$ cat src/sv/mau_pkg.sv
// modular arithmetic unit package: payload structs, opcodes, controller states
// no dependencies
`timescale 1ns / 1ps
package mau_pkg;

  localparam int unsigned ModBits = 62;
  localparam int unsigned OpBits  = 64;
  localparam int unsigned ExpBits = 63;

  typedef enum logic [2:0] {
    OP_REDUCE = 3'd0,
    OP_ADD    = 3'd1,
    OP_SUB    = 3'd2,
    OP_MUL    = 3'd3,
    OP_DIV    = 3'd4,
    OP_POW    = 3'd5,
    OP_NEG    = 3'd6,
    OP_NONE   = 3'd7
  } mode_t;

  typedef struct packed {
    logic [2:0]         mode;
    logic [OpBits-1:0]  operand_a;
    logic [ModBits-1:0] operand_b;
    logic [ExpBits-1:0] exponent;
  } in_item_t;

  typedef struct packed {
    logic [ModBits-1:0] result;
    logic               no_inverse;
  } out_item_t;

  // datapath micro-operations
  typedef enum logic [3:0] {
    DP_IDLE,
    DP_LOAD,      // latch operands, start reduction of a
    DP_RED_A,     // one bit of restoring reduction of |a|
    DP_FIX_A,     // negate residue for negative a
    DP_RED_B,     // one bit of reduction of b
    DP_MUL_INIT,  // start shift-add multiply of mx * my
    DP_MUL_STEP,  // one bit of multiply
    DP_DIV_STEP,  // one bit of long division y / x
    DP_EUC_UPD,   // euclid update after quotient and t*cx known
    DP_FINAL      // form output
  } dp_cmd_t;

  typedef enum logic [3:0] {
    S_IDLE,
    S_RED_A,
    S_FIX_A,
    S_RED_B,
    S_DISPATCH,
    S_EUC_DIV,
    S_EUC_MUL,
    S_EUC_UPD,
    S_MUL,
    S_POW_NEXT,
    S_FINAL,
    S_OUT
  } state_t;

  // multiply operand selection
  typedef enum logic [2:0] {
    MS_A_B,    // a * b
    MS_A_INV,  // a * cy
    MS_RES_BASE,
    MS_BASE_BASE,
    MS_T_CX
  } msel_t;

  typedef struct packed {
    dp_cmd_t cmd;
    msel_t   msel;
    logic    mul_to_res;  // where the product goes
    logic    mul_to_base;
  } dp_ctrl_t;

  typedef struct packed {
    logic       count_done;
    logic       a_neg;
    logic       x_zero;
    logic       exp_bit;
    logic       exp_last;
    logic [2:0] mode;
  } dp_stat_t;

endpackage

$ cat src/sv/mau_datapath.sv
// modular arithmetic datapath: bit-serial reduce, multiply, division and euclid registers
// depends on mau_pkg
`timescale 1ns / 1ps
module mau_datapath #(
  parameter int unsigned WORD_BITS = 64
) (
  input  logic                clk,
  input  logic                rst,
  input  logic                cfg_we,
  input  logic [61:0]         cfg_data,
  input  mau_pkg::in_item_t   in_item,
  input  mau_pkg::dp_ctrl_t   ctrl,
  output mau_pkg::dp_stat_t   stat,
  output mau_pkg::out_item_t  out_item
);
  import mau_pkg::*;

  localparam int unsigned CntBits = 7;

  logic [ModBits-1:0] modulus;
  logic [ModBits-1:0] m;
  logic [2:0]         mode;
  logic [OpBits-1:0]  mag;      // shifting magnitude for reductions
  logic               a_neg;
  logic [ModBits-1:0] a, b, res, base, acc;
  logic [ModBits-1:0] mx, my;   // multiply operands
  logic [ExpBits-1:0] e;
  logic [CntBits-1:0] cnt;
  // euclid
  logic [ModBits-1:0] x, y, q, cx, cy, rem;
  logic [ModBits-1:0] tcx;

  assign m = (modulus == '0) ? ModBits'(1) : modulus;

  always_ff @(posedge clk) begin
    if (rst) begin
      modulus <= ModBits'(1);
    end else if (cfg_we) begin
      modulus <= cfg_data;
    end
  end

  // shared add/double modulo m
  function automatic logic [ModBits-1:0] addm(input logic [ModBits-1:0] p,
                                              input logic [ModBits-1:0] r,
                                              input logic [ModBits-1:0] mm);
    logic [ModBits:0] s;
    s = {1'b0, p} + {1'b0, r};
    return (s >= {1'b0, mm}) ? ModBits'(s - {1'b0, mm}) : s[ModBits-1:0];
  endfunction

  logic [ModBits:0]   red_sh;
  logic [ModBits-1:0] mul_dbl, mul_nxt;
  logic [ModBits:0]   div_sh;
  logic [WORD_BITS-1:0] a_raw;
  logic               a_sign;

  assign a_raw  = in_item.operand_a[WORD_BITS-1:0];
  assign a_sign = a_raw[WORD_BITS-1];
  assign red_sh = {acc, mag[OpBits-1]};
  assign mul_dbl = addm(acc, acc, m);
  assign mul_nxt = my[ModBits-1] ? addm(mul_dbl, mx, m) : mul_dbl;
  assign div_sh  = {rem, q[ModBits-1]};

  always_ff @(posedge clk) begin
    if (rst) begin
      cnt <= '0;
    end else begin
      case (ctrl.cmd)
        DP_LOAD: begin
          mode  <= in_item.mode;
          a_neg <= a_sign;
          mag   <= OpBits'(a_sign ? (~a_raw + 1'b1) : a_raw) << (OpBits - WORD_BITS);
          b     <= in_item.operand_b;
          e     <= in_item.exponent;
          acc   <= '0;
          cnt   <= CntBits'(WORD_BITS - 1);
        end
        DP_RED_A, DP_RED_B: begin
          acc <= (red_sh >= {1'b0, m}) ? ModBits'(red_sh - {1'b0, m}) : red_sh[ModBits-1:0];
          mag <= mag << 1;
          // last bit rearms the counter for the first euclid division
          cnt <= (cnt == '0) ? CntBits'(ModBits - 1) : cnt - 1'b1;
        end
        DP_FIX_A: begin
          a   <= (a_neg && acc != '0) ? m - acc : acc;
          acc <= '0;
          mag <= {b, 2'b00};
          cnt <= CntBits'(ModBits - 1);
        end
        DP_MUL_INIT: begin
          acc <= '0;
          cnt <= CntBits'(ModBits - 1);
          case (ctrl.msel)
            MS_A_B:       begin mx <= a;    my <= b;  end
            MS_A_INV:     begin mx <= a;    my <= cy; end
            MS_RES_BASE:  begin mx <= base; my <= res; end
            MS_BASE_BASE: begin mx <= base; my <= base; end
            default:      begin mx <= cx;   my <= q;  end
          endcase
        end
        DP_MUL_STEP: begin
          acc <= mul_nxt;
          my  <= my << 1;
          cnt <= cnt - 1'b1;
        end
        DP_DIV_STEP: begin
          // restoring division of y by x; q shifts in quotient bits
          if (div_sh >= {1'b0, x}) begin
            rem <= ModBits'(div_sh - {1'b0, x});
            q   <= {q[ModBits-2:0], 1'b1};
          end else begin
            rem <= div_sh[ModBits-1:0];
            q   <= {q[ModBits-2:0], 1'b0};
          end
          cnt <= cnt - 1'b1;
        end
        DP_EUC_UPD: begin
          y  <= x;
          x  <= rem;
          cy <= cx;
          cx <= (cy >= tcx) ? cy - tcx : cy + (m - tcx);
          q  <= x;  // dividend for next step is new y
          rem <= '0;
          cnt <= CntBits'(ModBits - 1);
        end
        DP_FINAL: begin
          acc <= acc;
        end
        default: ;
      endcase
      // multiply result routing and setup of euclid / power
      if (ctrl.cmd == DP_RED_B && cnt == '0) begin
        // b reduced, set up euclid and power registers
        x    <= (red_sh >= {1'b0, m}) ? ModBits'(red_sh - {1'b0, m}) : red_sh[ModBits-1:0];
        y    <= m;
        q    <= m;
        rem  <= '0;
        cx   <= (m == ModBits'(1)) ? '0 : ModBits'(1);
        cy   <= '0;
        res  <= (m == ModBits'(1)) ? '0 : ModBits'(1);
        base <= a;
        b    <= (red_sh >= {1'b0, m}) ? ModBits'(red_sh - {1'b0, m}) : red_sh[ModBits-1:0];
      end
      if (ctrl.cmd == DP_FIX_A) begin
        base <= (a_neg && acc != '0) ? m - acc : acc;
      end
      if (ctrl.cmd == DP_MUL_STEP && cnt == '0) begin
        if (ctrl.mul_to_res)  res  <= mul_nxt;
        if (ctrl.mul_to_base) base <= mul_nxt;
        if (ctrl.msel == MS_T_CX) tcx <= mul_nxt;
      end
      if (ctrl.cmd == DP_EUC_UPD || (ctrl.cmd == DP_MUL_STEP && ctrl.msel == MS_RES_BASE)) begin
        // nothing extra
      end
      if (ctrl.cmd == DP_FINAL) begin
        e <= e;
      end
      if (ctrl.cmd == DP_MUL_INIT && ctrl.msel == MS_BASE_BASE) begin
        e <= e >> 1;
      end
    end
  end

  // output formation
  always_comb begin
    out_item.no_inverse = 1'b0;
    out_item.result     = '0;
    case (mode_t'(mode))
      OP_REDUCE: out_item.result = a;
      OP_ADD:    out_item.result = addm(a, b, m);
      OP_SUB:    out_item.result = (a >= b) ? a - b : a + (m - b);
      OP_MUL:    out_item.result = res;
      OP_DIV: begin
        if (y == ModBits'(1)) out_item.result = res;
        else out_item.no_inverse = 1'b1;
      end
      OP_POW:    out_item.result = res;
      OP_NEG:    out_item.result = (a == '0) ? '0 : m - a;
      default:   ;
    endcase
  end

  assign stat.count_done = (cnt == '0);
  assign stat.a_neg      = a_neg;
  assign stat.x_zero     = (x == '0);
  assign stat.exp_bit    = e[0];
  // exponent bits left after the squaring that already shifted e
  assign stat.exp_last   = (e == '0);
  assign stat.mode       = mode;
endmodule

$ cat src/sv/mau_ctrl.sv
// modular arithmetic controller: sequences reductions, multiplies, euclid and power loop
// depends on mau_pkg
`timescale 1ns / 1ps
module mau_ctrl (
  input  logic               clk,
  input  logic               rst,
  input  logic               in_valid,
  output logic               in_stall,
  output logic               out_valid,
  input  logic               out_stall,
  input  mau_pkg::dp_stat_t  stat,
  output mau_pkg::dp_ctrl_t  ctrl
);
  import mau_pkg::*;

  state_t state, state_next;
  msel_t  msel, msel_next;   // multiply in flight
  logic   to_res, to_base, to_res_next, to_base_next;

  always_ff @(posedge clk) begin
    if (rst) begin
      state   <= S_IDLE;
      msel    <= MS_A_B;
      to_res  <= 1'b0;
      to_base <= 1'b0;
    end else begin
      state   <= state_next;
      msel    <= msel_next;
      to_res  <= to_res_next;
      to_base <= to_base_next;
    end
  end

  always_comb begin
    state_next   = state;
    msel_next    = msel;
    to_res_next  = to_res;
    to_base_next = to_base;
    ctrl.cmd     = DP_IDLE;
    ctrl.msel    = msel;
    ctrl.mul_to_res  = to_res;
    ctrl.mul_to_base = to_base;
    in_stall     = 1'b1;
    out_valid    = 1'b0;
    case (state)
      S_IDLE: begin
        in_stall = 1'b0;
        if (in_valid) begin
          ctrl.cmd   = DP_LOAD;
          state_next = S_RED_A;
        end
      end
      S_RED_A: begin
        ctrl.cmd = DP_RED_A;
        if (stat.count_done) state_next = S_FIX_A;
      end
      S_FIX_A: begin
        ctrl.cmd   = DP_FIX_A;
        state_next = S_RED_B;
      end
      S_RED_B: begin
        ctrl.cmd = DP_RED_B;
        if (stat.count_done) state_next = S_DISPATCH;
      end
      S_DISPATCH: begin
        case (mode_t'(stat.mode))
          OP_MUL: begin
            ctrl.cmd = DP_MUL_INIT; ctrl.msel = MS_A_B;
            msel_next = MS_A_B; to_res_next = 1'b1; to_base_next = 1'b0;
            state_next = S_MUL;
          end
          OP_DIV: begin
            if (stat.x_zero) begin
              state_next = S_FINAL;
            end else begin
              state_next = S_EUC_DIV;
            end
          end
          OP_POW: begin
            if (stat.exp_bit) begin
              ctrl.cmd = DP_MUL_INIT; ctrl.msel = MS_RES_BASE;
              msel_next = MS_RES_BASE; to_res_next = 1'b1; to_base_next = 1'b0;
            end else begin
              ctrl.cmd = DP_MUL_INIT; ctrl.msel = MS_BASE_BASE;
              msel_next = MS_BASE_BASE; to_res_next = 1'b0; to_base_next = 1'b1;
            end
            state_next = S_MUL;
          end
          default: state_next = S_FINAL;
        endcase
      end
      S_EUC_DIV: begin
        ctrl.cmd = DP_DIV_STEP;
        if (stat.count_done) begin
          state_next = S_EUC_MUL;
        end
      end
      S_EUC_MUL: begin
        ctrl.cmd = DP_MUL_INIT; ctrl.msel = MS_T_CX;
        msel_next = MS_T_CX; to_res_next = 1'b0; to_base_next = 1'b0;
        state_next = S_MUL;
      end
      S_EUC_UPD: begin
        ctrl.cmd   = DP_EUC_UPD;
        state_next = S_DISPATCH;
      end
      S_MUL: begin
        ctrl.cmd = DP_MUL_STEP;
        if (stat.count_done) begin
          case (msel)
            MS_T_CX:     state_next = S_EUC_UPD;
            MS_RES_BASE: state_next = S_POW_NEXT;
            MS_BASE_BASE: state_next = S_POW_NEXT;
            default:     state_next = S_FINAL;
          endcase
        end
      end
      S_POW_NEXT: begin
        if (msel == MS_RES_BASE) begin
          ctrl.cmd = DP_MUL_INIT; ctrl.msel = MS_BASE_BASE;
          msel_next = MS_BASE_BASE; to_res_next = 1'b0; to_base_next = 1'b1;
          state_next = S_MUL;
        end else if (stat.exp_last) begin
          state_next = S_FINAL;
        end else if (stat.exp_bit) begin
          ctrl.cmd = DP_MUL_INIT; ctrl.msel = MS_RES_BASE;
          msel_next = MS_RES_BASE; to_res_next = 1'b1; to_base_next = 1'b0;
          state_next = S_MUL;
        end else begin
          ctrl.cmd = DP_MUL_INIT; ctrl.msel = MS_BASE_BASE;
          msel_next = MS_BASE_BASE; to_res_next = 1'b0; to_base_next = 1'b1;
          state_next = S_MUL;
        end
      end
      S_FINAL: begin
        // divide ends with a times the inverse found by euclid
        if (stat.mode == OP_DIV && msel != MS_A_INV) begin
          ctrl.cmd = DP_MUL_INIT; ctrl.msel = MS_A_INV;
          msel_next = MS_A_INV; to_res_next = 1'b1; to_base_next = 1'b0;
          state_next = S_MUL;
        end else begin
          state_next = S_OUT;
        end
      end
      S_OUT: begin
        out_valid = 1'b1;
        if (!out_stall) begin
          state_next = S_IDLE;
          msel_next  = MS_A_B;
        end
      end
      default: state_next = S_IDLE;
    endcase
  end
endmodule

$ cat src/sv/modular_arithmetic_unit_core.sv
// modular arithmetic unit, one item at a time
// add/sub/neg/reduce need only the operand reductions, multiply adds a bit-serial multiply,
// divide runs euclid steps (a long division and a multiply each) and then a multiply,
// and power a square-and-multiply loop; a new item is taken only once the result is delivered
// rst (synchronous, active high) returns the controller to idle and modulus to 1
`timescale 1ns / 1ps
module modular_arithmetic_unit_core #(
  parameter int unsigned WORD_BITS = 64
) (
  input  logic               clk,
  input  logic               rst,
  input  logic               cfg_we,
  input  logic [61:0]        cfg_data,
  input  logic               in_valid,
  output logic               in_stall,
  input  mau_pkg::in_item_t  in_item,
  output logic               out_valid,
  input  logic               out_stall,
  output mau_pkg::out_item_t out_item
);
  import mau_pkg::*;

  dp_ctrl_t ctrl;
  dp_stat_t stat;

  // controller sequences each transaction through the shared datapath
  mau_ctrl u_ctrl (
    .clk, .rst, .in_valid, .in_stall, .out_valid, .out_stall, .stat, .ctrl
  );

  mau_datapath #(.WORD_BITS(WORD_BITS)) u_dp (
    .clk, .rst, .cfg_we, .cfg_data, .in_item, .ctrl, .stat, .out_item
  );
endmodule

$ cat config.mk
export PLATFORM = sky130hd
export DESIGN_NAME = modular_arithmetic_unit_core
export DESIGN_NICKNAME = d
export VERILOG_FILES = /design/src/sv/mau_pkg.sv /design/src/sv/mau_datapath.sv /design/src/sv/mau_ctrl.sv /design/src/sv/modular_arithmetic_unit_core.sv
export SDC_FILE = /design/constraint.sdc
export NUM_CORES = 2
export LEC_CHECK = 0
export ABC_CLOCK_PERIOD_IN_PS = 18300
export BUFFER_PORTS_ARGS = -buffer_cell sky130_fd_sc_hd__buf_2
export CAP_MARGIN = 20
export CORE_MARGIN = 5
export CORE_UTILIZATION = 29
export CTS_CLUSTER_DIAMETER = 100
export DETAILED_ROUTE_END_ITERATION = 8
export PLACE_DENSITY = 0.54
export SLEW_MARGIN = 20
export SYNTH_ARGS = -nofsm -noshare
export SYNTH_HDL_FRONTEND = slang
export SYNTH_SLANG_ARGS = --single-unit
$ cat constraint.sdc
create_clock -name clk -period 18.3 [get_ports clk]
set_input_delay 4.575 -clock clk [delete_from_list [all_inputs] [get_ports clk]]
set_output_delay 4.575 -clock clk [all_outputs]
set_load 0.05 [all_outputs]
# ---- After elaboration in Yosys (flattened, before gate mapping)
# Index checks and enable logic that the tools add are counted.
# Widths: inputs -> output; s select.
dict set report totals {
  reg_bits 1077
  in_bits 259
  out_inout_bits 65
  wordCells 233
}
dict set report op_classes {
  add_sub_neg 18
  order_cmp 7
  n_eq_ne 46
  mux 89
  bitwise_logic 2
  reduce_logical 46
}
# operator count
set ops {}
lappend ops {{$mux 62} 30}
lappend ops {{$sub 62x62->62} 11}
lappend ops {{$pmux 62 s2} 4}
lappend ops {{$pmux 62 s6} 1}
lappend ops {{$ge 63x62->1} 5}
lappend ops {{$pmux 62 s4} 1}
lappend ops {{$pmux 64 s3} 1}
lappend ops {{$add 62x62->63} 3}
lappend ops {{$logic_not 62->1} 3}
lappend ops {{$pmux 62 s3} 1}
lappend ops {{$mux 63} 2}
lappend ops {{$add 62x62->62} 2}
lappend ops {{$eq 62x1->1 const B} 2}
lappend ops {{$ge 62x62->1} 2}
lappend ops {{$add 64x1->64 const B} 1}
lappend ops {{$mux 64} 1}
lappend ops {{$not 64->64} 1}
lappend ops {{$logic_not 63->1} 1}
lappend ops {{$reduce_bool 62->1} 1}
lappend ops {{$pmux 4 s12} 1}
lappend ops {{$pmux 4 s11} 1}
lappend ops {{$eq 4x3->1 const B} 8}
lappend ops {{$mux 4} 8}
lappend ops {{$pmux 7 s4} 1}
lappend ops {{40 further kinds} 116}

# ---- Logic depth before layout (Yosys ltp)
dict set report logic_depth {
  depth_word 10
  mapped_depth 42
  mapped_depth_nobuf 38
}

# ---- By module
# Synthesis repeated with hierarchy kept, for this count alone.
dict set report hier_totals {
  hier_cells 12691
  hier_area_um2 105379.8
}
# mod n_inst cells_each area_each_um2 seq_area_each_um2
set modules_own_cells {}
lappend modules_own_cells {mau_datapath 1 12541 104315.0 31380.1}
lappend modules_own_cells {mau_ctrl 1 150 1064.8 180.2}

# ---- Least setup slack after synthesis
# OpenSTA, ideal clock, no wires.
dict set report synth_timing {
  path_type {input-to-reg}
  start {input rst}
  end {register u_dp.cx[0] (enable)}
  arrival_ns 15.281
  required_ns 17.438
  path_slack_ns 2.157
  stages 3
  n_path_buf 2
  cell_sequence {clkbuf_1 > clkbuf_1 > nor2_1}
}
dict set report synth_via {
  elab_chain_len 2
}
# element line_no
set synth_rtl {}
lappend synth_rtl {{start: declaration} modular_arithmetic_unit_core.sv:11} ;# input logic rst,
lappend synth_rtl {{$not 1->1 (no line)} -}
lappend synth_rtl {{$reduce_and 2->1 (no line)} -}
lappend synth_rtl {{end signal: assignment} mau_datapath.sv:122} ;# cx <= (cy >= tcx) ? cy - tcx : cy + (m - tcx);
lappend synth_rtl {{end signal: assignment} mau_datapath.sv:139} ;# cx <= (m == ModBits'(1)) ? '0 : ModBits'(1);
lappend synth_rtl {{end: declaration} mau_datapath.sv:30} ;# logic [ModBits-1:0] x, y, q, cx, cy, rem;
# Every way passes these cells.
# A chain may end at the register's enable or synchronous reset.

==> metrics.md <==
| Metric | Value |
|---|---|
| Status | finished, violations left |
| Violated checks | design-rule violations |
| CTS Hold Bufs | 0 |
| Startpoint of the tightest hold check path | u_dp.modulus[19] |
| Drt first-iter violations | 15000 |
| Compound-gate portion of the synthesized area | 0.258 |
| Most flops, register | u_dp.mag |
| Worst-path cell with the longest stage delay | nor4b_1 |
| Top-level I/O count | 324 |
| Worst VDD drop | 0.248 mV |
| DRT antenna net count | 0 |
| Post-Syn Nets | 14100 |
| Largest delay contributor family on the critical path | compound AO/OA/AOI/OAI gates |
| Level count of the clock H-tree | 4 |
| Filler instances | 38800 |
| Number of cells upsized or downsized after cts | 0 |
| Number of flip-flops and latches in the synthesized netlist | 1077 |
| Detailed-route via count | 107000 |
| Drt total wl | 603000 um |
| Mean number of vias per cell | 5.98 |
| Reg2Reg Capture Point | u_dp.base[22] |
| Number of rows in the core area | 221 |
| Worst reg-to-reg path cell count | 39 |
| Remaining design rule violation count | 4 |
| Worst Setup Path Type | register to primary output |
| Half-perimeter wire length of the detailed placement result | 501000 um |
| Peak clock frequency supported by timing | 68.8 MHz |
| Clock latency on the worst-skew pair | 900 ps |
| Final-layout setup total negative slack | 0 ps |
| Syn_area_per_cell | 8.12 um2 |
| Core area | 362000 um2 |
| Longest individual stage delay on the worst path | 980 ps |
| Warnings, synthesis | 0 |
| Reg-to-reg slack, setup | 5400 ps |
| Global-route track usage on met3 | 0.0844 |
| Setup repair after global routing missed its margin | false |
| Clock buffer count from CTS | 146 |
| Hold endpoint | u_dp.modulus[19] |
| Yosys top cell area share | 0.286 |
| Initial core utilization | 0.291 |
| Most frequent cell after synthesis | a21oi_1 |
| Fraction of met1 tracks used by global routing | 0.420 |
| Pwr/cell area | 213 nW/um2 |
| Overall overflow remaining after global route | 0 |
| Top cell types by occurrence after synthesis | a21oi_1, nor2_1, nand2_1 |
| Worst hold stages | 2 |
| Basic-gate share of the synthesized area counting and, or, nand and nor cells | 0.164 |
| Biggest registers after layout | u_dp.mag x64, u_dp.e x63 |
| Area added between synthesis and finish | 12.0% |
| Met2 Usage GRT | 0.437 |
| Total track usage | 0.306 |
| Total buffers and inverters traversed by the critical path | 4 |
| Clock tree from TritonCTS | yes |
| Most Crowded Layer GR | met2 |
| Number of sinks on the clock net | 1077 |
| Count of flip-flops with a built-in enable after synthesis | 999 |
| Library cells used by synthesis | 93 |
| Cell type with the highest aggregate area in the netlist | edfxtp_1 |
| Final net count | 14100 |
| Relative slew slack | 0.100 |
| Cell Area, Synth | 105000 um2 |
| Final critical-path setup slack | 3770 ps |
| Buffers on Ports | 323 |
| Multiplexer share of the synthesized area | 0.0337 |
| Worst EP arrival | 9950 ps |
| Buffer cell driving the clock tree root | clkbuf_16 |
| Commonest register cell after synthesis | edfxtp_1 |
| Fraction of final layout cells sized beyond drive strength 1 | 0.0880 |
| Vias in the first global route | 98300 |
| Sequential cell area fraction in the yosys report | 0.300 |
| Number of antenna violations at the first check in global routing | 79 |
| Final Hold Viols | 0 |
| Adder-cell area share of the yosys netlist | 0.114 |
| First-pass GRT wire length | 805000 um |
| TritonRoute pass-1 iters | 9 |
| Die Footprint | 374000 um2 |
| Number of endpoints failing setup at the final stage | 0 |
| Pre-CTS setup slack | 4710 ps |
| Combinational family with the most area after synthesis | compound AO/OA/AOI/OAI gates |
| Number of pins with negative max-slew slack in the final report | 0 |
| Longest Clk Path Bufs | 4 |
| FF-to-FF Start | u_dp.modulus[10] |
| Type of the worst min-delay path | register to register |
| Clock-pin slew reported for the worst setup and hold paths after clock tree synthesis | 60 ps |
| Parity-gate share of the synthesized area counting xor and xnor cells | 0.0667 |
| Synth Instances | 12900 |
| Post-CTS setup buffer count | 0 |
| Top cells by area in the synthesized netlist | edfxtp_1, ha_1, a21oi_1, o21ai_0, nor2_1 |
| Shortest clock period the worst path allows after layout | 14530 ps |
| Max FO, Critical Path | 62 |
| Max FFs per register | 64 |
| Max-capacitance violation count | 0 |
| Critical path endpoint category | primary output |
| Leakage power total | 47.5 nW |
| Setup Skew | 96.2 ps |
| Pin count of the biggest net entering global routing | 182 |
| Fraction of synthesis flops using an asynchronous set or reset pin | 0 |
| Routed wire length per instance | 33.6 um |
| Least-Margin Pin Slew | 1350 ps |
| Final Cycle Share | 0.794 |
| Die Wd | 612 um |
| CP Data Required Time | 13730 ps |
| Routability-driven placement congestion ratio | 1.05 |
| CP startpoint kind | register |
| Height of the die | 612 um |
==> report_power, final <==
| group | leakage [nW] | switching, W | internal (W) |
|---|---|---|---|
| Combinational | 35.4 | 0.0127 | 0.00579 |
| Clock | 2.33 | 0.00129 | 0.00169 |
| Sequential | 9.84 | 0.000338 | 0.00323 |
==> cell families (layout without fill, tap and decap cells) <==
kind of cell	after synthesis	count (layout)
compound gates	4340	4340
xor+xnor	800	800
fa+ha+maj	881	881
buf+inv	1749	1860
flops	1077	1077
mux	339	339
other cells	0	91
simple gates	3747	3747
==> worst reg2reg max path: cells and delay by family (launching register included) <==
kind                       cells  cell delay (ps)
AOI/OAI and AO/OA             12             4110
and+or+nand+nor               12             3930
buffers and inverters          7             1550
muxes                          3             1290
adders and majority gates      3             1210
xor gates and xnor gates       2              420
DFF                            1              310
==> through the flow <==
stage	util	total power, W	instance area (um2)	hold slack, ps	cells
final	0.325	0.0251	118000	490	17900
after global routing	0.325	0.0259	118000	523	17900
after CTS	0.325	0.0242	117000	498	17800
after detailed placement	0.311	0.0212	113000	483	17600
after global placement	0.311	0.0215	113000	477	17600
after floorplan	-	0.0146	105000	467	12900
==> cells in the final DEF (no fill, tap or decap), types with 151 or more instances in the layout <==
cell,synthesis,final
a21oi_1,1355,1338
nor2_1,1205,1199
nand2_1,1176,1172
edfxtp_1,999,999
o21ai_0,1001,990
inv_1,968,967
ha_1,748,748
xnor2_1,478,476
a21o_1,460,459
buf_2,45,321
xor2_1,322,313
buf_4,2,295
nand3_1,232,227
mux2i_1,225,225
a31oi_1,208,207
nand4_1,204,204
o211ai_1,166,166
nor3_1,164,157
o21bai_1,151,151
==> layer usage <==
layer	up-vias	wire [um]
li1	47000	-
met1	52900	252000
met2	6390	243000
met3	888	70600
met4	30	37000
met5	-	232
==> worst max path at each step <==
stage	start	endpoint	slack, ps	cells after the start
6_report	u_dp.a[0]	out_item[19]	3770	27
5_1_grt	u_dp.a[0]	out_item[24]	3620	27
4_1_cts	u_dp.a[0]	out_item[24]	3740	27
3_5_place_dp	u_dp.a[0]	out_item[24]	4710	27
3_3_place_gp	u_dp.a[0]	out_item[24]	4840	27
2_1_floorplan	rst	u_dp.cx[0]	2160	3
==> layout make-up <==
| type | instances | area [um2] | area share |
|---|---|---|---|
| clock buffers | 174 | 3890 | 0.0331 |
| inverters | 972 | 3650 | 0.0310 |
| repair buffers | 627 | 4000 | 0.0340 |
| multi-input cells | 10100 | 67500 | 0.573 |
| well taps | 4794 | 6000 | 0.0510 |
| clock inverters | 87 | 868 | 0.00738 |
| flip-flops and latches | 1077 | 31600 | 0.268 |
| diodes | 91 | 228 | 0.00193 |
(Power assumes the default switching activity.)
